===== src/rtl/amtu_mac.sv =====
module amtu_mac (
	input  logic               clk,
	input  logic               clr,
	input  logic               en,
	input  logic signed [31:0] a,
	input  logic signed [31:0] b,
	input  logic [5:0]         shift,
	output logic signed [63:0] acc_q
);
	logic signed [63:0] prod_s1;
	logic               en_s1;
	logic [5:0]         shift_s1;
	logic signed [63:0] shifted;

	assign shifted = prod_s1 >>> shift_s1;

	always_ff @(posedge clk) begin
		prod_s1  <= 64'(a) * 64'(b);
		en_s1    <= en;
		shift_s1 <= shift;
		if (clr) begin
			acc_q <= '0;
		end else if (en_s1) begin
			acc_q <= acc_q + shifted;
		end
	end
endmodule


===== config.mk =====
export PLATFORM = sky130hd
export DESIGN_NAME = amtu_mac
export DESIGN_NICKNAME = d
export VERILOG_FILES = /design/src/rtl/amtu_mac.sv
export SDC_FILE = /design/constraint.sdc
export NUM_CORES = 2
export LEC_CHECK = 0
export ABC_AREA = 1
export ABC_CLOCK_PERIOD_IN_PS = 6500
export BUFFER_PORTS_ARGS = -buffer_cell sky130_fd_sc_hd__buf_4
export CELL_PAD_IN_SITES_DETAIL_PLACEMENT = 2
export CELL_PAD_IN_SITES_GLOBAL_PLACEMENT = 2
export CORE_MARGIN = 1
export CORE_UTILIZATION = 35
export DETAILED_ROUTE_END_ITERATION = 6
export PLACE_DENSITY_LB_ADDON = 0.3
export SYNTH_ARGS = -nofsm -noshare
export SYNTH_HDL_FRONTEND = slang
export SYNTH_SLANG_ARGS = --single-unit
export TNS_END_PERCENT = 100

===== constraint.sdc =====
create_clock -name clk -period 6.5 [get_ports clk]
set_input_delay 0.325 -clock clk [delete_from_list [all_inputs] [get_ports clk]]
set_output_delay 0.325 -clock clk [all_outputs]
set_load 0.02 [all_outputs]

# Word-level counts from Yosys, hierarchy flattened
# Index checks and enable logic that the tools add are counted.
# Widths: inputs -> output; s select.
totals:
  wordCells: 7
  regBits: 135
  out_inout_bits: 64
classes:
  n_shift: 1
  multipliers: 1
  addsub: 1
ops:
  columns: ["operator", "n"]
  rows:
  - ["$add 64x64->64", 1]
  - ["$mul 32x32->64", 1]
  - ["$sshr 64x6->64", 1]

# Logic depth before layout (Yosys ltp)
logic_depth:
  word_depth: 2
  ltp_mapped: 31
  ltp_nobuf: 30

# Worst setup path after synthesis
# No wires, ideal clock.
synth_timing:
  path_type: "input port to flip-flop"
  from: "in a[31]"
  to: "reg prod_s1[61]"
  setup_slack_ns: -0.505
  t_required_ns: 6.388
  cell_stages: 27
  setup_time_ns: 0.112
  t_arrival_ns: 6.893
  cell_sequence: "clkbuf_1 nand2_1 inv_1 fa_1 inv_1 fa_1 inv_1 fa_1 fa_1 inv_1 fa_1 inv_1 fa_1 inv_1 fa_1 inv_1 fa_1 ha_1 nand2_1 nor2_1 inv_1 nor2_1 inv_1 nor3_1 a21oi_1 nand3_1 nand2_1"
synth_between:
  elab_chain_len: 1
synth_rtl:
  columns: ["element", "line", "source"]
  rows:
  - ["start: declaration", "5", "input logic signed [31:0] a,"]
  - ["$mul 32x32->64", "18", "prod_s1 <= 64'(a) * 64'(b);"]
  - ["end signal: assignment", "18", null]
  - ["end: declaration", "10", "logic signed [63:0] prod_s1;"]
# Every way passes these cells.
# A chain may end at the register's enable or synchronous reset.

# Worst setup path after layout
layout_timing:
  from: "in a[27]"
  to: "reg prod_s1[57]"
# The elaborated chain is that of the path after synthesis.

==> results.py <==
metrics = {
    "placement": {
        "portBuffers": 136,
        "routabilityCongestion": 0.933,
        "place_area_um2": 57500,
        "dpl.hpwl_mm": 203,
        "preCtsSetupSlack_ns": -1.40,
    },
    "flow_run": {
        "drv_cap": 0,
    },
    "timing": {
        "rsz0062_at_grt": "yes",
        "max_freq_mhz": 141,
        "slew_headroom_pct": 20.3,
        "worst_slew_pin_slew_ns": 1.19,
        "min_period_over_period_pct": 109,
        "clock_skew_ns": 0.0222,
        "fin_crit_ns": 7.07,
        "finalHoldViolCount": 0,
        "finalSetupTns_ns": -12.31,
        "setup_viol": 39,
        "final.setup.worst_slack_ns": -0.568,
        "slew_violations": 0,
    },
    "grt": {
        "met1_usage_pct": 40.8,
        "grt_pass1_vias": 57700,
        "grt_max_degree": 75,
        "grt_use_met3_pct": 4.21,
        "antenna_found_initial": 4,
        "grt.overflow.total": 0,
        "use_met2_pct": 58.1,
        "track_usage_pct": 33.1,
        "grt_pass1_wl_mm": 362,
        "top_usage_layer": "met2",
    },
    "setup_path": {
        "path_buf_inv": 8,
        "cpPeakStageDelay_ns": 0.69,
        "cp_max_fo": 6,
        "r2r_slack_ns": 1.28,
        "r2r_end": "acc_q[57]",
        "cp-end-kind": "flip-flop",
        "crit_top_cell": "fa_1",
        "cp_top_family": "adder cells",
        "start_kind": "input pin",
        "r2r_start": "shift_s1[0]",
        "worst-setup-path-type": "input pin to flip-flop",
        "cp.required_ns": 6.94,
        "cp_slowest_cell": "fa_2",
        "r2r_cells": 22,
        "arrival_ns": 7.51,
    },
    "finish": {
        "utilization_pct": 42.8,
        "nets": 8938,
        "final_area_um2": 61500,
        "nFillCells": 16600,
        "drive_above_1_share_pct": 17.1,
        "most-common-layout-cells": "1,968 x nand2_1, 1,791 x inv_1, 1,011 x fa_1",
        "antenna_cells": 0,
        "layout.cells.most_common": "nand2_1",
        "syn2layout_area_growth_pct": 21.5,
    },
    "floorplanning": {
        "die_w_um": 382,
        "start_util_pct": 35.3,
        "dieArea_um2": 146000,
        "core_region_area_um2": 144000,
        "die_h_um": 382,
        "ios": 137,
        "std_cell_rows": 139,
    },
    "cts": {
        "cts_max_level": 4,
        "clock-sinks": 135,
        "insertion_delay_ns": 0.51,
        "cts_tree": "built",
        "cts_buffers": 17,
        "cts_root_buf": "clkbuf_16",
        "cts_max_path_buffers": 2,
        "path_clk_slew_ns": 0.07,
    },
    "logic_synthesis": {
        "syn_nets": 8443,
        "ys_top_cells_by_area": "fa_1 43%, nand2_1 15%, inv_1 14%",
        "syn_area_per_cell_um2": 7.20,
        "synth-seq-cells": 135,
        "synth_fa_ha_area_share_pct": 48.9,
        "synth_compound_area_share_pct": 5.83,
        "synth_top_family_by_area": "adder cells",
        "ys_seq_area_share_pct": 5.33,
        "yosysWarnings": 0,
        "ys_types": 50,
        "synth-xor-area-share_pct": 1.49,
        "netlist_area_um2": 50700,
        "synth_top_area_share_pct": 42.8,
        "synth-simple-area-share_pct": 21.6,
        "synthCells": 7040,
        "yosysTopAreaCell": "fa_1",
        "synthMuxAreaShare_pct": 0.711,
    },
    "min_path": {
        "hold_path.startpoint": "b[0]",
        "holdPathStages": 4,
        "hold_class": "input pin to flip-flop",
        "holdPathEnd": "prod_s1[0]",
    },
    "outcome": {
        "outcome": "complete, but fails checks",
        "violations": "DRC, setup timing",
    },
    "route": {
        "vias": 51200,
        "drtPass1Iterations": 7,
        "drt_iter0_drc": 3440,
        "finalWirelength_mm": 278,
        "drc": 24,
        "avgRoutedWirePerCell_um": 29.4,
        "ant_nets": 0,
        "drt-vias-per-instance": 5.41,
    },
}
-- per-layer routing --
layer	routed length, um	vias up
met5	0	-
met4	21800	0
met3	17100	1188
met2	135000	2291
met1	104000	26400
li1	-	21300
-- synth_stat cells (all sizes together) --
master / instances
ha: 247
xor2: 67
nor2: 391
clkbuf: 237
xnor2: 19
a21boi: 6
and3: 3
nand3b: 6
a31oi: 14
o21bai: 34
dfxtp: 135
fa: 1083
a21o: 4
nor3: 27
clkinv: 1
o221ai: 5
nor4: 4
a21oi: 186
or2: 14
nand3: 234
a22oi: 1
nor3b: 1
nand4: 31
nand2: 2052
dlygate4sd1: 1
a31o: 1
inv: 1861
o21ai: 269
buf: 47
and2: 1
o21a: 4
mux2i: 36
o31ai: 1
o211ai: 17
-- kinds of logic (layout without fill, tap and decap cells) --
| kind of cell | count (synthesis) | after routing |
|---|---|---|
| muxes | 36 | 36 |
| and+or+nand+nor | 2764 | 2764 |
| AOI/OAI and AO/OA | 542 | 542 |
| DFF | 135 | 135 |
| adders and majority gates | 1330 | 1330 |
| buffers and inverters | 2147 | 2655 |
| xor gates and xnor gates | 86 | 86 |
-- registers in the layout, summed over array words and instances, names as in the netlist --
name / cells
en_s1: 1
prod_s1: 64
acc_q: 64
shift_s1: 6
-- worst min-delay path, cell delays in order --
cell and delay [ns]:
buf_4 0.18, buf_4 0.22, nand2_1 0.08, inv_1 0.04
-- metrics by stage --
stage	hold WS [ns]	instances
4_1_cts	0.357	9399
6_report	0.404	9451
3_3_place_gp	0.430	9339
3_5_place_dp	0.432	9339
2_1_floorplan	0.353	7040
5_1_grt	0.389	9451
-- final cells by class --
type	instances	area, um2	share of cell area [%]
Inverter	1862	7010	11.4
Sequential cell	135	2710	4.41
Multi-Input combinational cell	4758	41900	68.2
Clock inverter	14	151	0.246
Timing Repair Buffer	761	6910	11.2
Tap cell	1903	2380	3.87
Clock buffer	18	429	0.698
-- timing repair --
item                                    in CTS  in global routing
pin swaps                                   37                192
gates resized for setup                    213                518
setup buffers                               20                 49
gates cloned                                 1                  4
endpoints found under the setup margin      39                 46
hold buffers                                 7                  0
endpoints found under the hold margin        7                  0
-- worst max path at each step --
stage / endpoint / slack [ns] / start / depth (start not counted)
finish: prod_s1[57] / -0.57 / a[27] / 26
detailed placement: prod_s1[62] / -1.40 / a[31] / 24
floorplan: prod_s1[52] / -0.16 / a[31] / 25
global placement: prod_s1[62] / -1.04 / b[9] / 24
CTS: prod_s1[53] / -0.03 / a[26] / 27
global route: prod_s1[58] / -0.62 / a[31] / 28
Power is left out: the tool's default activity adds up to more than one toggle a clock period on the data nets, which glitch-free logic cannot reach.
