==> config.mk <==
export PLATFORM = sky130hd
export DESIGN_NAME = amtu_ram
export DESIGN_NICKNAME = d
export VERILOG_FILES = /design/src/rtl/amtu_ram.sv
export SDC_FILE = /design/constraint.sdc
export NUM_CORES = 1
export LEC_CHECK = 0
export ABC_AREA = 1
export BUFFER_PORTS_ARGS = -buffer_cell sky130_fd_sc_hd__buf_2
export CORE_MARGIN = 2
export CORE_UTILIZATION = 29
export DETAILED_ROUTE_END_ITERATION = 8
export PLACE_DENSITY = 0.41
export SYNTH_ARGS = -nofsm -noshare
export SYNTH_HDL_FRONTEND = slang
export SYNTH_SLANG_ARGS = --single-unit
==> constraint.sdc <==
create_clock -name clk -period 4.78 [get_ports clk]
set_input_delay 1.195 -clock clk [delete_from_list [all_inputs] [get_ports clk]]
set_output_delay 1.195 -clock clk [all_outputs]
set_load 0.03 [all_outputs]
==> src/rtl/amtu_ram.sv <==
module amtu_ram #(
	parameter int WIDTH = 32,
	parameter int DEPTH = 16
) (
	input  logic                     clk,
	input  logic                     we,
	input  logic [$clog2(DEPTH)-1:0] waddr,
	input  logic [WIDTH-1:0]         wdata,
	input  logic [$clog2(DEPTH)-1:0] raddr,
	output logic [WIDTH-1:0]         rdata
);
	logic [WIDTH-1:0] mem [DEPTH];

	always_ff @(posedge clk) begin
		if (we) begin
			mem[waddr] <= wdata;
		end
		rdata <= mem[raddr];
	end
endmodule

---- Word level (Yosys, flattened, before mapping) ----
Memories as Yosys holds them, arrays and structs flattened. A register that Yosys moved wholly into a read port is not among the register bits.
Cells that the tools add are included.
word-level totals
  output and inout bits ................... 32
  logic and storage cells ................. 3
  input bits .............................. 42
  bits in writable memories ............... 512
  register bits after elaboration ......... 0
  memories kept ........................... 1
memory list
  memory  words  width  rd ports  clocked after memory_dff  write ports  line  RTL
  mem     16     32     1         1                         1            12    logic [WIDTH-1:0] mem [DEPTH];
operators by class
  mux-type cells .......................... 2
operators with widths
  cell     number
  $mux W1  2

---- Logic depth before layout (Yosys ltp) ----
Gate-level depths: netlist of run 1.
  depth in word-level cells ............... 2
  depth in mapped cells ................... 10
  gate-level depth less buffers ........... 7

---- Worst setup path before layout of run 1 ----
No wires, ideal clock.
  kind .................................... input -> register
  start point ............................. input port waddr[2]
  end point ............................... memory mem[10][0] (enable)
  arrival ................................. 2.767 ns
  stages on the path ...................... 2
  path buffers ............................ 0
  setup time .............................. 0.421 ns
  data required time ...................... 4.359 ns
  setup slack ............................. 1.592 ns
  path through ............................ nand3b_1 nor2_1
RTL lines
  what                line  RTL
  start: declaration  7     input logic [$clog2(DEPTH)-1:0] waddr,
  end: declaration    12
Straight into the memory's write port.

==> run_summary.xml, run 1 <==
<?xml version="1.0" encoding="UTF-8"?>
<metrics>
  <group name="setup_path">
    <metric name="critical-path-top-cell-by-count" unit="">sky130_fd_sc_hd__nand3_1</metric>
    <metric name="timing.critical_path.from_type" unit="">input port</metric>
    <metric name="path_cells" unit="">buf_4 -&gt; inv_4 -&gt; buf_12 -&gt; nand3_1 -&gt; nand3_1 -&gt; nand3_1 -&gt; nand2_1</metric>
    <metric name="worst-endpoint-arrival" unit="ns">3.23</metric>
    <metric name="crit_type" unit="">input port to flop</metric>
    <metric name="crit_path_max_fanout" unit="">62</metric>
    <metric name="setup.reg_to_reg.worst_slack" unit="ns">3.61</metric>
    <metric name="crit_slowest_cell" unit="">sky130_fd_sc_hd__inv_4</metric>
    <metric name="critical_path_buf_inv_count" unit="">3</metric>
    <metric name="end_kind" unit="">flop</metric>
    <metric name="critPathTopFamily" unit="">buffers and inverters</metric>
    <metric name="cp_data_required_time" unit="ns">5.34</metric>
    <metric name="timing.critical_path.slowest_cell_delay" unit="ns">0.69</metric>
  </group>
  <group name="sta">
    <metric name="maximum_frequency_from_static_timing_analysis" unit="MHz">375</metric>
    <metric name="final.setup_skew" unit="ns">0.0293</metric>
    <metric name="final_period_minus_worst_setup_slack" unit="ns">2.67</metric>
    <metric name="least_margin_pin_slew" unit="ns">1.22</metric>
    <metric name="timing.max_slew.rel_slack" unit="%">18.5</metric>
    <metric name="final-hold-violation-count" unit="">0</metric>
    <metric name="whs" unit="ns">0.647</metric>
    <metric name="totalNegativeSetupSlack" unit="ns">0</metric>
    <metric name="finalMaxSlewViolations" unit="">0</metric>
    <metric name="layout_worst_path_cycle_share" unit="%">55.8</metric>
    <metric name="finalSetupViolCount" unit="">0</metric>
    <metric name="rsz0062_at_grt" unit="">false</metric>
    <metric name="fin_ws" unit="ns">2.11</metric>
  </group>
  <group name="layout">
    <metric name="post_route_cells_drive_above_1_share" unit="%">9.62</metric>
    <metric name="finish.utilization" unit="%">33.7</metric>
    <metric name="area_growth" unit="%">14.9</metric>
    <metric name="finalInstanceArea" unit="um2">26100</metric>
    <metric name="nNetsFinal" unit="">2226</metric>
    <metric name="count_of_non_filler_cells_in_the_finished_layout" unit="">3276</metric>
  </group>
  <group name="clocking">
    <metric name="cts_tree" unit="">yes</metric>
    <metric name="post_cts.repair.setup_buffers" unit="">0</metric>
    <metric name="worstSkewPairLatency" unit="ns">0.64</metric>
    <metric name="clock_tree_buffer_depth" unit="">3</metric>
    <metric name="cts-buffers-inserted" unit="">61</metric>
    <metric name="cts-hold-fix-buffers" unit="">0</metric>
    <metric name="clock_tree.root_cell" unit="">sky130_fd_sc_hd__clkbuf_16</metric>
    <metric name="cts-resized-gates" unit="">0</metric>
    <metric name="cts_max_level" unit="">2</metric>
    <metric name="clk_slew_on_worst_s_h_paths" unit="ns">0.06</metric>
    <metric name="cts.sinks" unit="">544</metric>
  </group>
  <group name="run_status">
    <metric name="status" unit="">finished, final reports clean</metric>
  </group>
  <group name="synth">
    <metric name="yosys-top-cells-count" unit="">677 x sky130_fd_sc_hd__nand2_1, 512 x sky130_fd_sc_hd__edfxtp_1, 388 x sky130_fd_sc_hd__inv_1, 385 x sky130_fd_sc_hd__nand3_1, 41 x sky130_fd_sc_hd__buf_2</metric>
    <metric name="mapped_cell_area" unit="um2">22700</metric>
    <metric name="synth_seq_cells" unit="">544</metric>
    <metric name="synth-edff-count" unit="">512</metric>
    <metric name="yosysUniqueCellTypes" unit="">15</metric>
    <metric name="synth_cells" unit="">2120</metric>
    <metric name="register_area_share_after_synthesis" unit="%">70.5</metric>
    <metric name="syn-mean-instance-area" unit="um2">10.7</metric>
    <metric name="postSynth.topFlopCell" unit="">sky130_fd_sc_hd__edfxtp_1</metric>
    <metric name="synth.top_cell.area_share" unit="%">67.6</metric>
    <metric name="synth_top_cells_by_area" unit="">sky130_fd_sc_hd__edfxtp_1 68%, sky130_fd_sc_hd__nand2_1 11%, sky130_fd_sc_hd__nand3_1 8.5%, sky130_fd_sc_hd__inv_1 6.4%, sky130_fd_sc_hd__dfxtp_1 2.8%</metric>
    <metric name="yosysWarnings" unit="">0</metric>
    <metric name="netlist.top_cell.by_area" unit="">sky130_fd_sc_hd__edfxtp_1</metric>
    <metric name="mappedNetlistNets" unit="">2162</metric>
    <metric name="yosysMostFrequentCell" unit="">sky130_fd_sc_hd__nand2_1</metric>
    <metric name="postSynth.asyncResetShare" unit="%">0</metric>
  </group>
  <group name="global_routing">
    <metric name="total_track_usage" unit="%">15.7</metric>
    <metric name="grt_overflow_total" unit="">0</metric>
    <metric name="grt_start_max_net_pins" unit="">113</metric>
    <metric name="grt_first_pass_wirelength" unit="um">95300</metric>
    <metric name="antenna_found_initial" unit="">3</metric>
    <metric name="first_global_vias" unit="">14401</metric>
  </group>
  <group name="detailed_routing">
    <metric name="drtAntennaViolNets" unit="">0</metric>
    <metric name="detailedRoute.firstIterationViolations" unit="">987</metric>
    <metric name="totalWireLength" unit="um">63400</metric>
    <metric name="detailroute.via_count" unit="">14519</metric>
    <metric name="drcViolationCount" unit="">0</metric>
    <metric name="drt-pass1-iter-count" unit="">5</metric>
    <metric name="detail_route.wl_per_cell" unit="um">19.4</metric>
    <metric name="routed_via_density" unit="">4.43</metric>
  </group>
  <group name="floorplanning">
    <metric name="die_height" unit="um">284</metric>
    <metric name="die_w" unit="um">284</metric>
    <metric name="core_area" unit="um2">77500</metric>
    <metric name="floorplan.initialDensity" unit="%">29.3</metric>
    <metric name="std_cell_rows" unit="">102</metric>
    <metric name="die_area" unit="um2">80600</metric>
    <metric name="floorplan.io_pins" unit="">74</metric>
  </group>
  <group name="place">
    <metric name="place_congestion" unit="">0.753</metric>
    <metric name="placement.io_buffers" unit="">73</metric>
    <metric name="placedInstanceArea" unit="um2">24200</metric>
    <metric name="detailedPlace.worstSlack" unit="ns">1.49</metric>
    <metric name="placed_cells_incl_taps" unit="">3161</metric>
    <metric name="detailedPlacementHpwl" unit="um">35700</metric>
  </group>
  <group name="power">
    <metric name="worst_ir_drop_vdd" unit="uV">257</metric>
    <metric name="post-layout-total-power" unit="mW">10.6</metric>
    <metric name="cellLeakagePower" unit="nW">10.9</metric>
    <metric name="power.density" unit="nW/um2">406</metric>
  </group>
  <group name="min_path">
    <metric name="worst_hold_path_type" unit="">flop to flop</metric>
  </group>
  <group name="flow_run">
    <metric name="maxCapViolations" unit="">0</metric>
  </group>
</metrics>
cell families after synthesis:
kind of cell	count (synthesis)	share of synthesized area [%]
buf+inv	495	9.54
flops	544	70.5
simple gates	1081	20.0
layer usage:
metal	track usage (%)	vias to the layer above	share of wire (%)
met2	25.3	304	47
met5	0	-	0.020
met1	21.8	7143	46
li1	-	6978	-
met3	2.60	92	4.5
met4	4.47	2	2.4
final timing paths:
path,to,startpoint,depth (start not counted)
max,rdata[22],raddr[1],7
min reg2reg,rdata[10],mem[6][10],6
max reg2reg,rdata[27],mem[0][27],6
min,rdata[10],mem[6][10],6
layout by cell type, fill, tap and decap left out, drive strengths merged:
cell type	synthesis	layout
bufinv	0	5
dfxtp	32	32
clkinv	0	39
nand2	677	677
nand3	385	385
clkbuf	14	69
nand3b	2	2
clkinvlp	0	1
inv	390	391
edfxtp	512	512
diode	0	1
nor2	17	17
buf	91	105
layout make-up:
| class | instances | area, um2 |
|---|---|---|
| fillers | 7835 | 51300 |
| flip-flops and latches | 544 | 16000 |
| multi-input cells | 1081 | 4670 |
| clock buffers | 68 | 1550 |
| inverters | 390 | 1470 |
| well taps | 1040 | 1300 |
| repair buffers | 106 | 737 |
| clock inverters | 46 | 369 |
| diodes | 1 | 2.50 |
worst min-delay path, cell delays in order, from the launching register on:
cell	delay [ns]
sky130_fd_sc_hd__edfxtp_1	0.32
sky130_fd_sc_hd__nand2_1	0.05
sky130_fd_sc_hd__nand2_1	0.05
sky130_fd_sc_hd__nand2_1	0.04
sky130_fd_sc_hd__nand3_1	0.06
sky130_fd_sc_hd__nand3_1	0.06
sky130_fd_sc_hd__nand2_1	0.06
flip-flops by register name, summed over array words and instances (netlist names):
name	cells
mem	512
rdata	32
report_power, final:
group          internal (mW)  leakage [nW]  total, mW  switching (mW)
Clock                   2.60         0.952       4.54            1.94
Sequential              5.33          4.90       5.36          0.0318
Combinational          0.170          5.07      0.706           0.536
Note: power is estimated with default switching activity, not from simulation.
==> run 2: changes to the inputs <==
--- a/config.mk
+++ b/config.mk
@@ -10,7 +10,7 @@
 export CORE_MARGIN = 2
 export CORE_UTILIZATION = 29
 export DETAILED_ROUTE_END_ITERATION = 8
-export PLACE_DENSITY = 0.41
+export PLACE_DENSITY = 0.43
 export SYNTH_ARGS = -nofsm -noshare
 export SYNTH_HDL_FRONTEND = slang
 export SYNTH_SLANG_ARGS = --single-unit
==> constraint.sdc (replaced) <==
create_clock -name clk -period 2.3 [get_ports clk]
set_input_delay 0.575 -clock clk [delete_from_list [all_inputs] [get_ports clk]]
set_output_delay 0.575 -clock clk [all_outputs]
set_load 0.03 [all_outputs]
==> run_summary.xml, run 2 (synthesis results as in run 1) <==
<?xml version="1.0" encoding="UTF-8"?>
<metrics>
  <group name="run_status">
    <metric name="status" unit="">finished, final reports clean</metric>
  </group>
  <group name="setup_path">
    <metric name="timing.critical_path.from_type" unit="">flop</metric>
    <metric name="end_kind" unit="">output pin</metric>
    <metric name="timing.critical_path.slowest_cell_delay" unit="ns">0.44</metric>
    <metric name="crit_type" unit="">flop to output pin</metric>
    <metric name="crit_slowest_cell" unit="">sky130_fd_sc_hd__dfxtp_1</metric>
    <metric name="critical_path_buf_inv_count" unit="">1</metric>
    <metric name="path_cells" unit="">buf_2</metric>
    <metric name="cp_data_required_time" unit="ns">1.73</metric>
    <metric name="worst-endpoint-arrival" unit="ns">1.28</metric>
    <metric name="crit_path_max_fanout" unit="">1</metric>
    <metric name="critPathTopFamily" unit="">flip-flops</metric>
  </group>
  <group name="sta">
    <metric name="least_margin_pin_slew" unit="ns">0.535</metric>
    <metric name="final.setup_skew" unit="ns">0.0114</metric>
    <metric name="finalMaxSlewViolations" unit="">0</metric>
    <metric name="finalSetupViolCount" unit="">0</metric>
    <metric name="maximum_frequency_from_static_timing_analysis" unit="MHz">539</metric>
    <metric name="rsz0062_at_grt" unit="">false</metric>
    <metric name="final-hold-violation-count" unit="">0</metric>
    <metric name="timing.max_slew.rel_slack" unit="%">64.3</metric>
    <metric name="layout_worst_path_cycle_share" unit="%">80.6</metric>
    <metric name="totalNegativeSetupSlack" unit="ns">0</metric>
    <metric name="final_period_minus_worst_setup_slack" unit="ns">1.85</metric>
  </group>
  <group name="clocking">
    <metric name="cts-buffers-inserted" unit="">57</metric>
    <metric name="cts-resized-gates" unit="">0</metric>
    <metric name="cts_max_level" unit="">2</metric>
    <metric name="worstSkewPairLatency" unit="ns">0.60</metric>
    <metric name="cts.sinks" unit="">544</metric>
    <metric name="clock_tree_buffer_depth" unit="">3</metric>
    <metric name="post_cts.repair.setup_buffers" unit="">0</metric>
    <metric name="cts-hold-fix-buffers" unit="">0</metric>
    <metric name="clock_tree.root_cell" unit="">sky130_fd_sc_hd__clkbuf_16</metric>
    <metric name="cts_tree" unit="">yes</metric>
    <metric name="clk_slew_on_worst_s_h_paths" unit="ns">0.06</metric>
  </group>
  <group name="layout">
    <metric name="finalInstanceArea" unit="um2">26500</metric>
    <metric name="area_growth" unit="%">16.6</metric>
    <metric name="layout_common_cells" unit="">677 x sky130_fd_sc_hd__nand2_1, 512 x sky130_fd_sc_hd__edfxtp_1, 386 x sky130_fd_sc_hd__inv_1</metric>
    <metric name="nNetsFinal" unit="">2246</metric>
    <metric name="largest_reg_flops" unit="">512</metric>
    <metric name="mostFrequentLayoutCell" unit="">sky130_fd_sc_hd__nand2_1</metric>
    <metric name="top_register" unit="">mem</metric>
    <metric name="post_route_cells_drive_above_1_share" unit="%">10.3</metric>
    <metric name="count_of_non_filler_cells_in_the_finished_layout" unit="">3290</metric>
    <metric name="largest_registers" unit="">mem (512), rdata (32)</metric>
  </group>
  <group name="detailed_routing">
    <metric name="detailedRoute.firstIterationViolations" unit="">1033</metric>
    <metric name="drtAntennaViolNets" unit="">0</metric>
    <metric name="drt-pass1-iter-count" unit="">5</metric>
    <metric name="detailroute.via_count" unit="">14424</metric>
    <metric name="detail_route.wl_per_cell" unit="um">18.3</metric>
    <metric name="totalWireLength" unit="um">60200</metric>
    <metric name="drcViolationCount" unit="">0</metric>
    <metric name="routed_via_density" unit="">4.38</metric>
  </group>
  <group name="floorplanning">
    <metric name="std_cell_rows" unit="">102</metric>
    <metric name="floorplan.initialDensity" unit="%">29.3</metric>
    <metric name="floorplan.io_pins" unit="">74</metric>
    <metric name="core_area" unit="um2">77500</metric>
    <metric name="die_height" unit="um">284</metric>
    <metric name="die_area" unit="um2">80600</metric>
    <metric name="die_w" unit="um">284</metric>
  </group>
  <group name="place">
    <metric name="place_congestion" unit="">0.747</metric>
    <metric name="placedInstanceArea" unit="um2">24700</metric>
    <metric name="detailedPlacementHpwl" unit="um">33300</metric>
    <metric name="placed_cells_incl_taps" unit="">3185</metric>
    <metric name="placement.io_buffers" unit="">73</metric>
  </group>
  <group name="flow_run">
    <metric name="maxCapViolations" unit="">0</metric>
  </group>
  <group name="global_routing">
    <metric name="antenna_found_initial" unit="">2</metric>
    <metric name="total_track_usage" unit="%">14.9</metric>
    <metric name="grt_start_max_net_pins" unit="">94</metric>
    <metric name="grt_first_pass_wirelength" unit="um">91400</metric>
    <metric name="grt_overflow_total" unit="">0</metric>
    <metric name="first_global_vias" unit="">14219</metric>
  </group>
  <group name="power">
    <metric name="worst_ir_drop_vdd" unit="uV">493</metric>
    <metric name="cellLeakagePower" unit="nW">11.1</metric>
    <metric name="power.density" unit="nW/um2">819</metric>
  </group>
  <group name="min_path">
    <metric name="worst_hold_path_type" unit="">input port to flop</metric>
  </group>
</metrics>
==> run 2: cell types whose count changed in the layout (fill, tap and decap cells not counted), moves of 3 or more <==
cell	before	now
sky130_fd_sc_hd__clkinv_2	17	9
sky130_fd_sc_hd__clkbuf_1	7	12
sky130_fd_sc_hd__clkbuf_8	1	10
sky130_fd_sc_hd__buf_12	4	33
sky130_fd_sc_hd__clkbuf_16	61	57
sky130_fd_sc_hd__clkinv_1	18	10
sky130_fd_sc_hd__buf_16	3	0
==> run 2: per-stage QoR <==
stage	hold WS (ns)	util [%]	setup slack (ns)	total power [mW]
4_1_cts	0.337	34.2	0.357	22.0
6_report	0.374	34.2	0.446	21.7
3_3_place_gp	0.641	31.9	0.327	12.9
3_5_place_dp	0.654	31.9	0.323	12.9
5_1_grt	0.354	34.2	0.402	22.5
2_1_floorplan	0.607	-	-0.268	12.2
==> run 2: layer usage <==
layer  share of wire, %  GRT usage, %  vias up
met4                2.0          3.54        4
met5              0.035             0        -
met1                 47          20.7     7035
li1                   -             -     7011
met2                 47          24.5      285
met3                4.3          2.45       89
==> run 2: final timing paths <==
kind	slack [ns]	to	cells after the start	start
worst max-delay path	0.45	rdata[19]	1	rdata[19]
worst min-delay path	0.37	mem[3][10]	1	wdata[10]
worst max register to register	1.24	rdata[21]	6	mem[1][21]
worst min register to register	0.66	rdata[21]	6	mem[11][21]
==> run 2: final cells by class <==
cell class	instances	area, um2
clock buffers	78	1600
multi-input cells	1081	4670
well taps	1040	1300
clock inverters	26	228
repair buffers	130	1220
diodes	1	2.50
flip-flops and latches	544	16000
fillers	7744	51000
inverters	390	1470
==> run 2: where the power goes <==
| part | internal [mW] | switching [mW] | leakage, nW | total (mW) |
|---|---|---|---|---|
| Clock | 5.26 | 3.79 | 0.897 | 9.06 |
| Sequential | 11.1 | 0.0649 | 4.90 | 11.1 |
| Combinational | 0.414 | 1.09 | 5.27 | 1.51 |
